<file path="config.mk">
export PLATFORM = sky130hd
export DESIGN_NAME = sensor_minmax_calibrate_normalize_core
export DESIGN_NICKNAME = d
export VERILOG_FILES = /design/src/sv/smcn_pkg.sv /design/src/sv/smcn_front.sv /design/src/sv/smcn_back.sv /design/src/sv/sensor_minmax_calibrate_normalize_core.sv
export SDC_FILE = /design/constraint.sdc
export NUM_CORES = 2
export LEC_CHECK = 0
export BUFFER_PORTS_ARGS = -buffer_cell sky130_fd_sc_hd__buf_2
export CORE_MARGIN = 2
export CORE_UTILIZATION = 58
export DETAILED_ROUTE_END_ITERATION = 6
export PLACE_DENSITY = 0.75
export RECOVER_POWER = 50
export REMOVE_ABC_BUFFERS = 1
export SETUP_SLACK_MARGIN = 0.15
export SYNTH_ARGS = -nofsm -noshare
export SYNTH_HDL_FRONTEND = slang
export SYNTH_SLANG_ARGS = --single-unit
</file>
<file path="constraint.sdc">
create_clock -name clock -period 14.89 [get_ports clock]
set_input_delay 2.978 -clock clock [delete_from_list [all_inputs] [get_ports clock]]
set_output_delay 2.978 -clock clock [all_outputs]
set_load 0.01 [all_outputs]
</file>
<file path="src/sv/smcn_pkg.sv">
// ----------------------------------------------------------------------------
// smcn_pkg
// Shared types and constants of the sensor min/max calibrate normalize core.
// ----------------------------------------------------------------------------
package smcn_pkg;

   localparam int CHANNELS = 8;
   localparam int CH_W = (CHANNELS > 1) ? $clog2(CHANNELS) : 1;

   localparam logic [2:0] OP_NORMALIZE = 3'd0;
   localparam logic [2:0] OP_START_CAL = 3'd1;
   localparam logic [2:0] OP_CAL_SAMPLE = 3'd2;
   localparam logic [2:0] OP_LOAD_ENTRY = 3'd3;
   localparam logic [2:0] OP_TAKE_DONE = 3'd4;
   localparam logic [2:0] OP_DEFAULTS = 3'd5;
   localparam logic [2:0] OP_READ_ENTRY = 3'd6;

   localparam logic [2:0] REG_VALID_SPAN = 3'd0;
   localparam logic [2:0] REG_OUT_SCALE = 3'd1;
   localparam logic [2:0] REG_ADC_FULL = 3'd2;
   localparam logic [2:0] REG_PERIOD_MS = 3'd3;
   localparam logic [2:0] REG_CALIB_TIME = 3'd4;
   localparam logic [2:0] REG_GAIN = 3'd5;

   // Multiplying by this and shifting right by 33 divides any value below
   // 2**26 by 100 exactly.
   localparam logic [26:0] RECIP_100 = 27'd85899346;

   typedef struct packed {
      logic [2:0] operation;
      logic [3:0] channel;
      logic [15:0] raw_sample;
      logic last_of_group;
      logic [15:0] new_low;
      logic [15:0] new_high;
   } req_type;

   typedef struct packed {
      logic [15:0] norm_value;
      logic [15:0] entry_low;
      logic [15:0] entry_high;
      logic calibrating;
      logic done_flag;
      logic [6:0] progress_percent;
   } rsp_type;

   typedef struct packed {
      logic [15:0] valid_span;
      logic [15:0] out_scale;
      logic [15:0] adc_full;
      logic [7:0] period_ms;
      logic [15:0] cal_time_ms;
      logic [9:0] gain_percent;
   } cfg_type;

endpackage

</file>
<file path="src/sv/smcn_front.sv">
// ----------------------------------------------------------------------------
// smcn_front
// Accepts items and holds them in a two-entry queue for the back end.
// ----------------------------------------------------------------------------
module smcn_front (
   input  logic clock,
   input  logic reset,
   input  logic req_valid,
   output logic req_stall,
   input  smcn_pkg::req_type req_data,
   output logic q_valid,
   input  logic q_take,
   output smcn_pkg::req_type q_data
);

   smcn_pkg::req_type buf_ff [2];
   smcn_pkg::req_type buf_in [2];
   logic [1:0] cnt_ff, cnt_in;
   logic push;

   assign req_stall = (cnt_ff == 2'd2);
   assign push = req_valid && !req_stall;
   assign q_valid = (cnt_ff != 2'd0);
   assign q_data = buf_ff[0];

   always_comb begin
      buf_in = buf_ff;
      cnt_in = cnt_ff;
      if (q_take && q_valid) begin
         buf_in[0] = buf_ff[1];
         cnt_in = cnt_in - 2'd1;
      end
      if (push) begin
         buf_in[cnt_in[0]] = req_data;
         cnt_in = cnt_in + 2'd1;
      end
   end

   always_ff @(posedge clock) begin
      buf_ff <= buf_in;
      if (reset) begin
         cnt_ff <= 2'd0;
      end else begin
         cnt_ff <= cnt_in;
      end
   end

   a_cnt: assert property (@(posedge clock) disable iff (reset) cnt_ff != 2'd3)
      else $error("queue count out of range");
   a_full: assert property (@(posedge clock) disable iff (reset)
      (cnt_ff == 2'd2 && !q_take) |=> cnt_ff == 2'd2)
      else $error("queue lost an item");
   a_empty: assert property (@(posedge clock) disable iff (reset)
      (cnt_ff == 2'd0 && !req_valid) |=> cnt_ff == 2'd0)
      else $error("queue invented an item");

endmodule

</file>
<file path="src/sv/smcn_back.sv">
// ----------------------------------------------------------------------------
// smcn_back
// Executes one item at a time: table updates, serial division, finish walk.
// ----------------------------------------------------------------------------
module smcn_back (
   input  logic clock,
   input  logic reset,
   input  smcn_pkg::cfg_type cfg,
   input  logic q_valid,
   output logic q_take,
   input  smcn_pkg::req_type q_data,
   output logic rsp_valid,
   input  logic rsp_stall,
   output smcn_pkg::rsp_type rsp_data
);

   localparam logic [2:0] ST_IDLE = 3'd0;
   localparam logic [2:0] ST_DIV = 3'd1;
   localparam logic [2:0] ST_FIN = 3'd2;
   localparam logic [2:0] ST_PROG = 3'd3;
   localparam logic [2:0] ST_OUT = 3'd4;
   localparam logic [2:0] ST_MUL = 3'd5;

   logic [2:0] st_ff, st_in;
   logic [15:0] low_ff [smcn_pkg::CHANNELS];
   logic [15:0] low_in [smcn_pkg::CHANNELS];
   logic [15:0] high_ff [smcn_pkg::CHANNELS];
   logic [15:0] high_in [smcn_pkg::CHANNELS];
   logic [15:0] tmin_ff [smcn_pkg::CHANNELS];
   logic [15:0] tmin_in [smcn_pkg::CHANNELS];
   logic [15:0] tmax_ff [smcn_pkg::CHANNELS];
   logic [15:0] tmax_in [smcn_pkg::CHANNELS];
   logic [15:0] elapsed_ff, elapsed_in;
   logic busy_ff, busy_in, fin_ff, fin_in;
   logic [31:0] num_ff, num_in;
   logic [16:0] rem_ff, rem_in;
   logic [15:0] den_ff, den_in;
   logic [5:0] bit_ff, bit_in;
   logic [1:0] kind_ff, kind_in;
   logic [smcn_pkg::CH_W-1:0] walk_ff, walk_in;
   smcn_pkg::rsp_type out_ff, out_in;
   smcn_pkg::rsp_type res_ff, res_in;
   logic ov_ff, ov_in;
   logic [16:0] sum;
   logic [16:0] trial;
   logic [31:0] prod;
   logic [52:0] recip;
   logic [19:0] quo;
   logic [smcn_pkg::CH_W-1:0] chi;
   logic ch_ok;
   logic [15:0] lo, hi, span;

   localparam logic [1:0] K_NORM = 2'd0;
   localparam logic [1:0] K_PROG = 2'd2;

   assign chi = q_data.channel[smcn_pkg::CH_W-1:0];
   assign ch_ok = ({1'b0, q_data.channel} < 5'(smcn_pkg::CHANNELS));
   assign lo = low_ff[chi];
   assign hi = high_ff[chi];
   assign span = hi - lo;
   assign trial = {rem_ff[15:0], num_ff[31]};
   assign prod = 32'(tmax_ff[walk_ff]) * 32'(cfg.gain_percent);
   assign recip = 53'(num_ff[25:0]) * 53'(smcn_pkg::RECIP_100);
   assign quo = recip[52:33];
   assign sum = 17'(elapsed_ff) + 17'(cfg.period_ms);
   assign q_take = (st_ff == ST_OUT) && (!ov_ff || !rsp_stall);
   assign rsp_valid = ov_ff;
   assign rsp_data = res_ff;

   always_comb begin
      st_in = st_ff;
      low_in = low_ff;
      high_in = high_ff;
      tmin_in = tmin_ff;
      tmax_in = tmax_ff;
      elapsed_in = elapsed_ff;
      busy_in = busy_ff;
      fin_in = fin_ff;
      num_in = num_ff;
      rem_in = rem_ff;
      den_in = den_ff;
      bit_in = bit_ff;
      kind_in = kind_ff;
      walk_in = walk_ff;
      out_in = out_ff;
      res_in = res_ff;
      ov_in = ov_ff && rsp_stall;
      unique case (st_ff)
         ST_IDLE: begin
            if (q_valid) begin
               out_in = '0;
               st_in = ST_PROG;
               case (q_data.operation)
                  smcn_pkg::OP_NORMALIZE: begin
                     if (ch_ok && hi > lo && span >= cfg.valid_span
                         && q_data.raw_sample > lo) begin
                        if (q_data.raw_sample >= hi) begin
                           out_in.norm_value = cfg.out_scale;
                        end else begin
                           num_in = (q_data.raw_sample - lo) * 32'(cfg.out_scale);
                           den_in = span;
                           rem_in = '0;
                           bit_in = 6'd32;
                           kind_in = K_NORM;
                           st_in = ST_DIV;
                        end
                     end
                  end
                  smcn_pkg::OP_START_CAL: begin
                     for (int k = 0; k < smcn_pkg::CHANNELS; k++) begin
                        tmin_in[k] = 16'hFFFF;
                        tmax_in[k] = '0;
                     end
                     elapsed_in = '0;
                     busy_in = 1'b1;
                     fin_in = 1'b0;
                  end
                  smcn_pkg::OP_CAL_SAMPLE: begin
                     if (busy_ff) begin
                        if (ch_ok) begin
                           if (q_data.raw_sample < tmin_ff[chi])
                              tmin_in[chi] = q_data.raw_sample;
                           if (q_data.raw_sample > tmax_ff[chi])
                              tmax_in[chi] = q_data.raw_sample;
                        end
                        if (q_data.last_of_group) begin
                           elapsed_in = sum[16] ? 16'hFFFF : sum[15:0];
                           if (elapsed_in >= cfg.cal_time_ms) begin
                              walk_in = '0;
                              st_in = ST_MUL;
                           end
                        end
                     end
                  end
                  smcn_pkg::OP_LOAD_ENTRY: begin
                     if (ch_ok) begin
                        low_in[chi] = q_data.new_low;
                        high_in[chi] = q_data.new_high;
                     end
                  end
                  smcn_pkg::OP_DEFAULTS: begin
                     for (int k = 0; k < smcn_pkg::CHANNELS; k++) begin
                        low_in[k] = '0;
                        high_in[k] = cfg.adc_full;
                     end
                  end
                  smcn_pkg::OP_READ_ENTRY: begin
                     if (ch_ok) begin
                        out_in.entry_low = lo;
                        out_in.entry_high = hi;
                     end
                  end
                  default: begin
                  end
               endcase
            end
         end
         ST_MUL: begin
            num_in = prod;
            st_in = ST_FIN;
         end
         ST_DIV: begin
            num_in = {num_ff[30:0], 1'b0};
            if (trial >= {1'b0, den_ff}) begin
               rem_in = trial - {1'b0, den_ff};
               num_in[0] = 1'b1;
            end else begin
               rem_in = trial;
            end
            bit_in = bit_ff - 6'd1;
            if (bit_ff == 6'd1) begin
               unique case (kind_ff)
                  K_NORM: begin
                     out_in.norm_value = num_in[15:0];
                     st_in = ST_PROG;
                  end
                  default: begin
                     out_in.progress_percent = (num_in > 32'd100) ? 7'd100 : num_in[6:0];
                     st_in = ST_OUT;
                  end
               endcase
            end
         end
         ST_FIN: begin
            low_in[walk_ff] = (tmin_ff[walk_ff] == 16'hFFFF) ? '0 : tmin_ff[walk_ff];
            high_in[walk_ff] = (quo > 20'(cfg.adc_full)) ? cfg.adc_full : quo[15:0];
            if (32'(walk_ff) == 32'(smcn_pkg::CHANNELS - 1)) begin
               busy_in = 1'b0;
               fin_in = 1'b1;
               st_in = ST_PROG;
            end else begin
               walk_in = walk_ff + 1'b1;
               st_in = ST_MUL;
            end
         end
         ST_PROG: begin
            out_in.calibrating = busy_ff;
            out_in.done_flag = fin_ff;
            if (q_data.operation == smcn_pkg::OP_TAKE_DONE) fin_in = 1'b0;
            if (!busy_ff || cfg.cal_time_ms == '0) begin
               out_in.progress_percent = 7'd100;
               st_in = ST_OUT;
            end else begin
               num_in = 32'(elapsed_ff) * 32'd100;
               den_in = cfg.cal_time_ms;
               rem_in = '0;
               bit_in = 6'd32;
               kind_in = K_PROG;
               st_in = ST_DIV;
            end
         end
         ST_OUT: begin
            if (!ov_ff || !rsp_stall) begin
               ov_in = 1'b1;
               res_in = out_ff;
               st_in = ST_IDLE;
            end
         end
         default: st_in = ST_IDLE;
      endcase
   end

   always_ff @(posedge clock) begin
      num_ff <= num_in;
      rem_ff <= rem_in;
      den_ff <= den_in;
      bit_ff <= bit_in;
      kind_ff <= kind_in;
      walk_ff <= walk_in;
      out_ff <= out_in;
      res_ff <= res_in;
      if (reset) begin
         st_ff <= ST_IDLE;
         ov_ff <= 1'b0;
         elapsed_ff <= '0;
         busy_ff <= 1'b0;
         fin_ff <= 1'b0;
         for (int k = 0; k < smcn_pkg::CHANNELS; k++) begin
            low_ff[k] <= '0;
            high_ff[k] <= 16'd4095;
            tmin_ff[k] <= 16'hFFFF;
            tmax_ff[k] <= '0;
         end
      end else begin
         st_ff <= st_in;
         ov_ff <= ov_in;
         elapsed_ff <= elapsed_in;
         busy_ff <= busy_in;
         fin_ff <= fin_in;
         low_ff <= low_in;
         high_ff <= high_in;
         tmin_ff <= tmin_in;
         tmax_ff <= tmax_in;
      end
   end

   a_stall_hold: assert property (@(posedge clock) disable iff (reset)
      (ov_ff && rsp_stall) |=> ov_ff && $stable(res_ff))
      else $error("result changed while stalled");
   a_take: assert property (@(posedge clock) disable iff (reset)
      q_take |-> q_valid)
      else $error("took from an empty queue");
   a_fin: assert property (@(posedge clock) disable iff (reset)
      $rose(fin_ff) |-> !busy_ff)
      else $error("finished while busy");

endmodule

</file>
<file path="src/sv/sensor_minmax_calibrate_normalize_core.sv">
// ----------------------------------------------------------------------------
// sensor_minmax_calibrate_normalize_core
// Multichannel min/max calibration and normalization core.
// ----------------------------------------------------------------------------
// Items are queued by a front end and executed one at a time by a back end,
// which sees an item in the cycle after it is accepted. A status-only item then
// passes through the progress and output states to its result; each 32-step
// restoring division lengthens this, so a normalize that divides takes one, and
// a second while a calibration run is in progress, as does the progress of any
// other item during a run. The sample that ends a run walks every channel
// through a multiply and a reciprocal divide by 100.
module sensor_minmax_calibrate_normalize_core (
   input  logic clock,
   input  logic reset,
   input  logic req_valid,
   output logic req_stall,
   input  smcn_pkg::req_type req_data,
   output logic rsp_valid,
   input  logic rsp_stall,
   output smcn_pkg::rsp_type rsp_data,
   input  logic csr_valid,
   output logic csr_ready,
   input  logic [2:0] csr_index,
   input  logic [15:0] csr_wdata
);

   smcn_pkg::cfg_type cfg_ff, cfg_in;
   logic q_valid, q_take;
   smcn_pkg::req_type q_data;

   assign csr_ready = 1'b1;

   always_comb begin
      cfg_in = cfg_ff;
      if (csr_valid) begin
         case (csr_index)
            smcn_pkg::REG_VALID_SPAN: cfg_in.valid_span = csr_wdata;
            smcn_pkg::REG_OUT_SCALE: cfg_in.out_scale = csr_wdata;
            smcn_pkg::REG_ADC_FULL: cfg_in.adc_full = csr_wdata;
            smcn_pkg::REG_PERIOD_MS: cfg_in.period_ms = csr_wdata[7:0];
            smcn_pkg::REG_CALIB_TIME: cfg_in.cal_time_ms = csr_wdata;
            smcn_pkg::REG_GAIN: cfg_in.gain_percent = csr_wdata[9:0];
            default: begin
            end
         endcase
      end
   end

   always_ff @(posedge clock) begin
      if (reset) begin
         cfg_ff <= '{valid_span: 16'd100, out_scale: 16'd1000, adc_full: 16'd4095,
                     period_ms: 8'd5, cal_time_ms: 16'd3000, gain_percent: 10'd110};
      end else begin
         cfg_ff <= cfg_in;
      end
   end

   smcn_front u_front (
      .clock(clock), .reset(reset),
      .req_valid(req_valid), .req_stall(req_stall), .req_data(req_data),
      .q_valid(q_valid), .q_take(q_take), .q_data(q_data)
   );

   smcn_back u_back (
      .clock(clock), .reset(reset), .cfg(cfg_ff),
      .q_valid(q_valid), .q_take(q_take), .q_data(q_data),
      .rsp_valid(rsp_valid), .rsp_stall(rsp_stall), .rsp_data(rsp_data)
   );

endmodule

</file>
==> impl_metrics.yaml <==
critical_path:
  crit_path_max_fanout: 43
  cpMostUsedCell: "fa_1"
  r2r-start: "u_front.q_data[51]"
  crit_end: "u_back.num_ff[31]"
  crit_start: "u_front.q_data[51]"
  critPathLaunchType: "register"
  end_kind: "register"
  crit_buf_inv: 6
  cp.required_ns: 15.36
  crit_path_top_delay_cell: "clkbuf_1"
  max_stage_delay_ns: 2.46
  path_delay_family: "adder cells"
  r2r_slack_ns: 1.23
  worst-endpoint-arrival_ns: 14.13
  path_depth: 34
  r2r-end: "u_back.num_ff[31]"
  r2r_cells: 34
  path_class: "reg2reg"
logic_synthesis:
  synthFlopType: "dfxtp_1"
  synth_top_cell_area_share: 0.188
  synth_most_common_cell: "inv_1"
  synth-adder-area-share: 0.289
  yosysWarnings: 0
  synth_compound_area_frac: 0.169
  synth_top_family_by_area: "adder cells"
  yosys-top-cells-area: "dfxtp_1, fa_1, ha_1, edfxtp_1, inv_1"
  synth_top_cell_by_area: "dfxtp_1"
  synth_edf_count: 244
  synth.avg_cell_area_um2: 9.01
  synth.distinct_cells: 93
  synth_cells: 7979
  seq_area_frac_synth: 0.290
  ys_seq_elements: 918
  netlist_top_cells_count: "inv_1, nand2_1, dfxtp_1"
  syn-cell-area_mm2: 0.0719
  yosys.area_share.simple: 0.136
  synth_mux_area_frac: 0.0227
  synth_xor_area_frac: 0.0161
  async_flop_share: 0
finish:
  drive_gt1_frac: 0.0552
  multi_input_area_mm2: 0.0457
  areaGrowthSynthToFinish_pct: 7.69
  finish.net_count: 9292
  seq_area_mm2: 0.0208
  fillers: 10334
  final_core_util: 0.628
floorplanning:
  dieArea_mm2: 0.127
  start_util: 0.583
  core-area_mm2: 0.123
  dieWidth_um: 356
  die_h_um: 356
  rows: 129
  ioPinCount: 140
routing:
  detail-route-antenna-nets: 0
  num_vias: 61967
  drt_iter0_markers: 7516
  wl_um: 238000
  vias_per_cell: 6.42
  drc: 0
  routedWlPerCell_um: 24.6
  firstDrtPassIters: 6
cts:
  clock_latency_ns: 0.76
  cts_made_buffers: 97
  cts_tree: "done"
  clk_pin_slew_worst_paths_ns: 0.07
  htree_levels: 3
  cts_hold_buf: 0
  cts_setup_buffers: 0
  cts_sinks: 918
  cts_resized: 0
  cts_root_buf: "clkbuf_16"
  cts.path.max_buffers: 3
sta:
  setup_tns_ns: 0
  timing.hold.ws_ns: 0.416
  hold_viol: 0
  fmax_mhz: 73.2
  worstMarginPinSlew_ns: 4.70
  period_share: 0.917
  setup_viol: 0
  max_slew_margin: -2.13
  finalMaxSlewViolations: 710
  rsz0062_at_grt: "false"
  finalClockSkew_ns: 0.0626
  fin_crit_ns: 13.66
placed_design:
  place_hpwl_um: 170000
  port_buffers: 138
  gp_congestion: 0.999
hold_path:
  hold_depth: 0
  hold_path.class: "reg2reg"
run_status:
  outcome: "finished with violations"
  failed_checks: "capacitance limit, slew limit"
global_routing:
  grt_max_degree: 99
  overflow: 0
  grt_pass1_wl_um: 361000
  track_usage: 0.372
  antenna_found_initial: 11
  grt_pass1_vias: 61680
run:
  drv_cap: 12
[per-layer routing]
| layer | wire, um | track usage |
|---|---|---|
| met1 | 87700 | 0.468 |
| met2 | 104000 | 0.577 |
| met3 | 29600 | 0.0994 |
| met4 | 16400 | 0.217 |
| met5 | 84 | 0 |
[sequential cells by signal (all words and copies together) (netlist names)]
register	flops
u_back.walk_ff	3
u_back.kind_ff	1
u_back.num_ff	32
u_back.rem_ff	16
u_back.tmin_ff	128
u_front.cnt_ff	2
u_back.high_ff	128
u_front.buf_ff	56
u_back.low_ff	128
u_back.rsp_data	57
u_back.bit_ff	6
u_back.den_ff	16
u_back.elapsed_ff	16
u_back.st_ff	3
u_back.busy_ff	1
u_back.rsp_valid	1
cfg_ff	82
u_back.tmax_ff	128
u_back.out_ff	57
u_front.q_data	56
u_back.fin_ff	1
[how the worst min path moves through the flow]
stage,startpoint,to,slack (ns)
after detailed placement,u_back.out_ff[54],u_back.rsp_data[54],0.40
after global routing,u_back.out_ff[6],u_back.rsp_data[6],0.43
after floorplan,u_back.out_ff[0],u_back.rsp_data[0],0.40
after CTS,u_back.out_ff[44],u_back.rsp_data[44],0.42
final,u_back.out_ff[44],u_back.rsp_data[44],0.42
after global placement,u_back.out_ff[45],u_back.rsp_data[45],0.40
[metrics by stage]
step | instance area [um^2] | instances | worst slack (ns)
finish | 77400 | 9657 | 1.23
global route | 77400 | 9651 | 1.05
CTS | 77600 | 9651 | 2.99
detailed placement | 74200 | 9470 | 3.10
global placement | 74200 | 9470 | 3.47
floorplan | 70100 | 7547 | 1.19
[layout make-up]
class,instances,share of cell area
clock buffers,129,0.0353
repair buffers,286,0.0210
diodes,6,0.000194
clock inverters,52,0.00842
inverters,1023,0.0496
flip-flops and latches,918,0.269
multi-input cells,5606,0.590
well taps,1637,0.0265
[cells in the final DEF (no fill, tap or decap), drive strengths merged, types with 235 or more instances in the layout]
cell type | netlist | routed
inv | 1023 | 1026
nand2 | 871 | 871
dfxtp | 674 | 674
ha | 647 | 647
fa | 633 | 633
o21ai | 588 | 588
nor2 | 561 | 561
a21oi | 395 | 395
edfxtp | 244 | 244
clkbuf | 338 | 235
[cells by family after synthesis]
family,Yosys count
buffers and inverters,1455
muxes,142
xor gates and xnor gates,132
adders and majority gates,1280
and+or+nand+nor,2163
AOI/OAI and AO/OA,1888
DFF,918
other,1
Power is not shown: default switching activity piles up to over one toggle a cycle in this logic, so the estimate is an artifact.
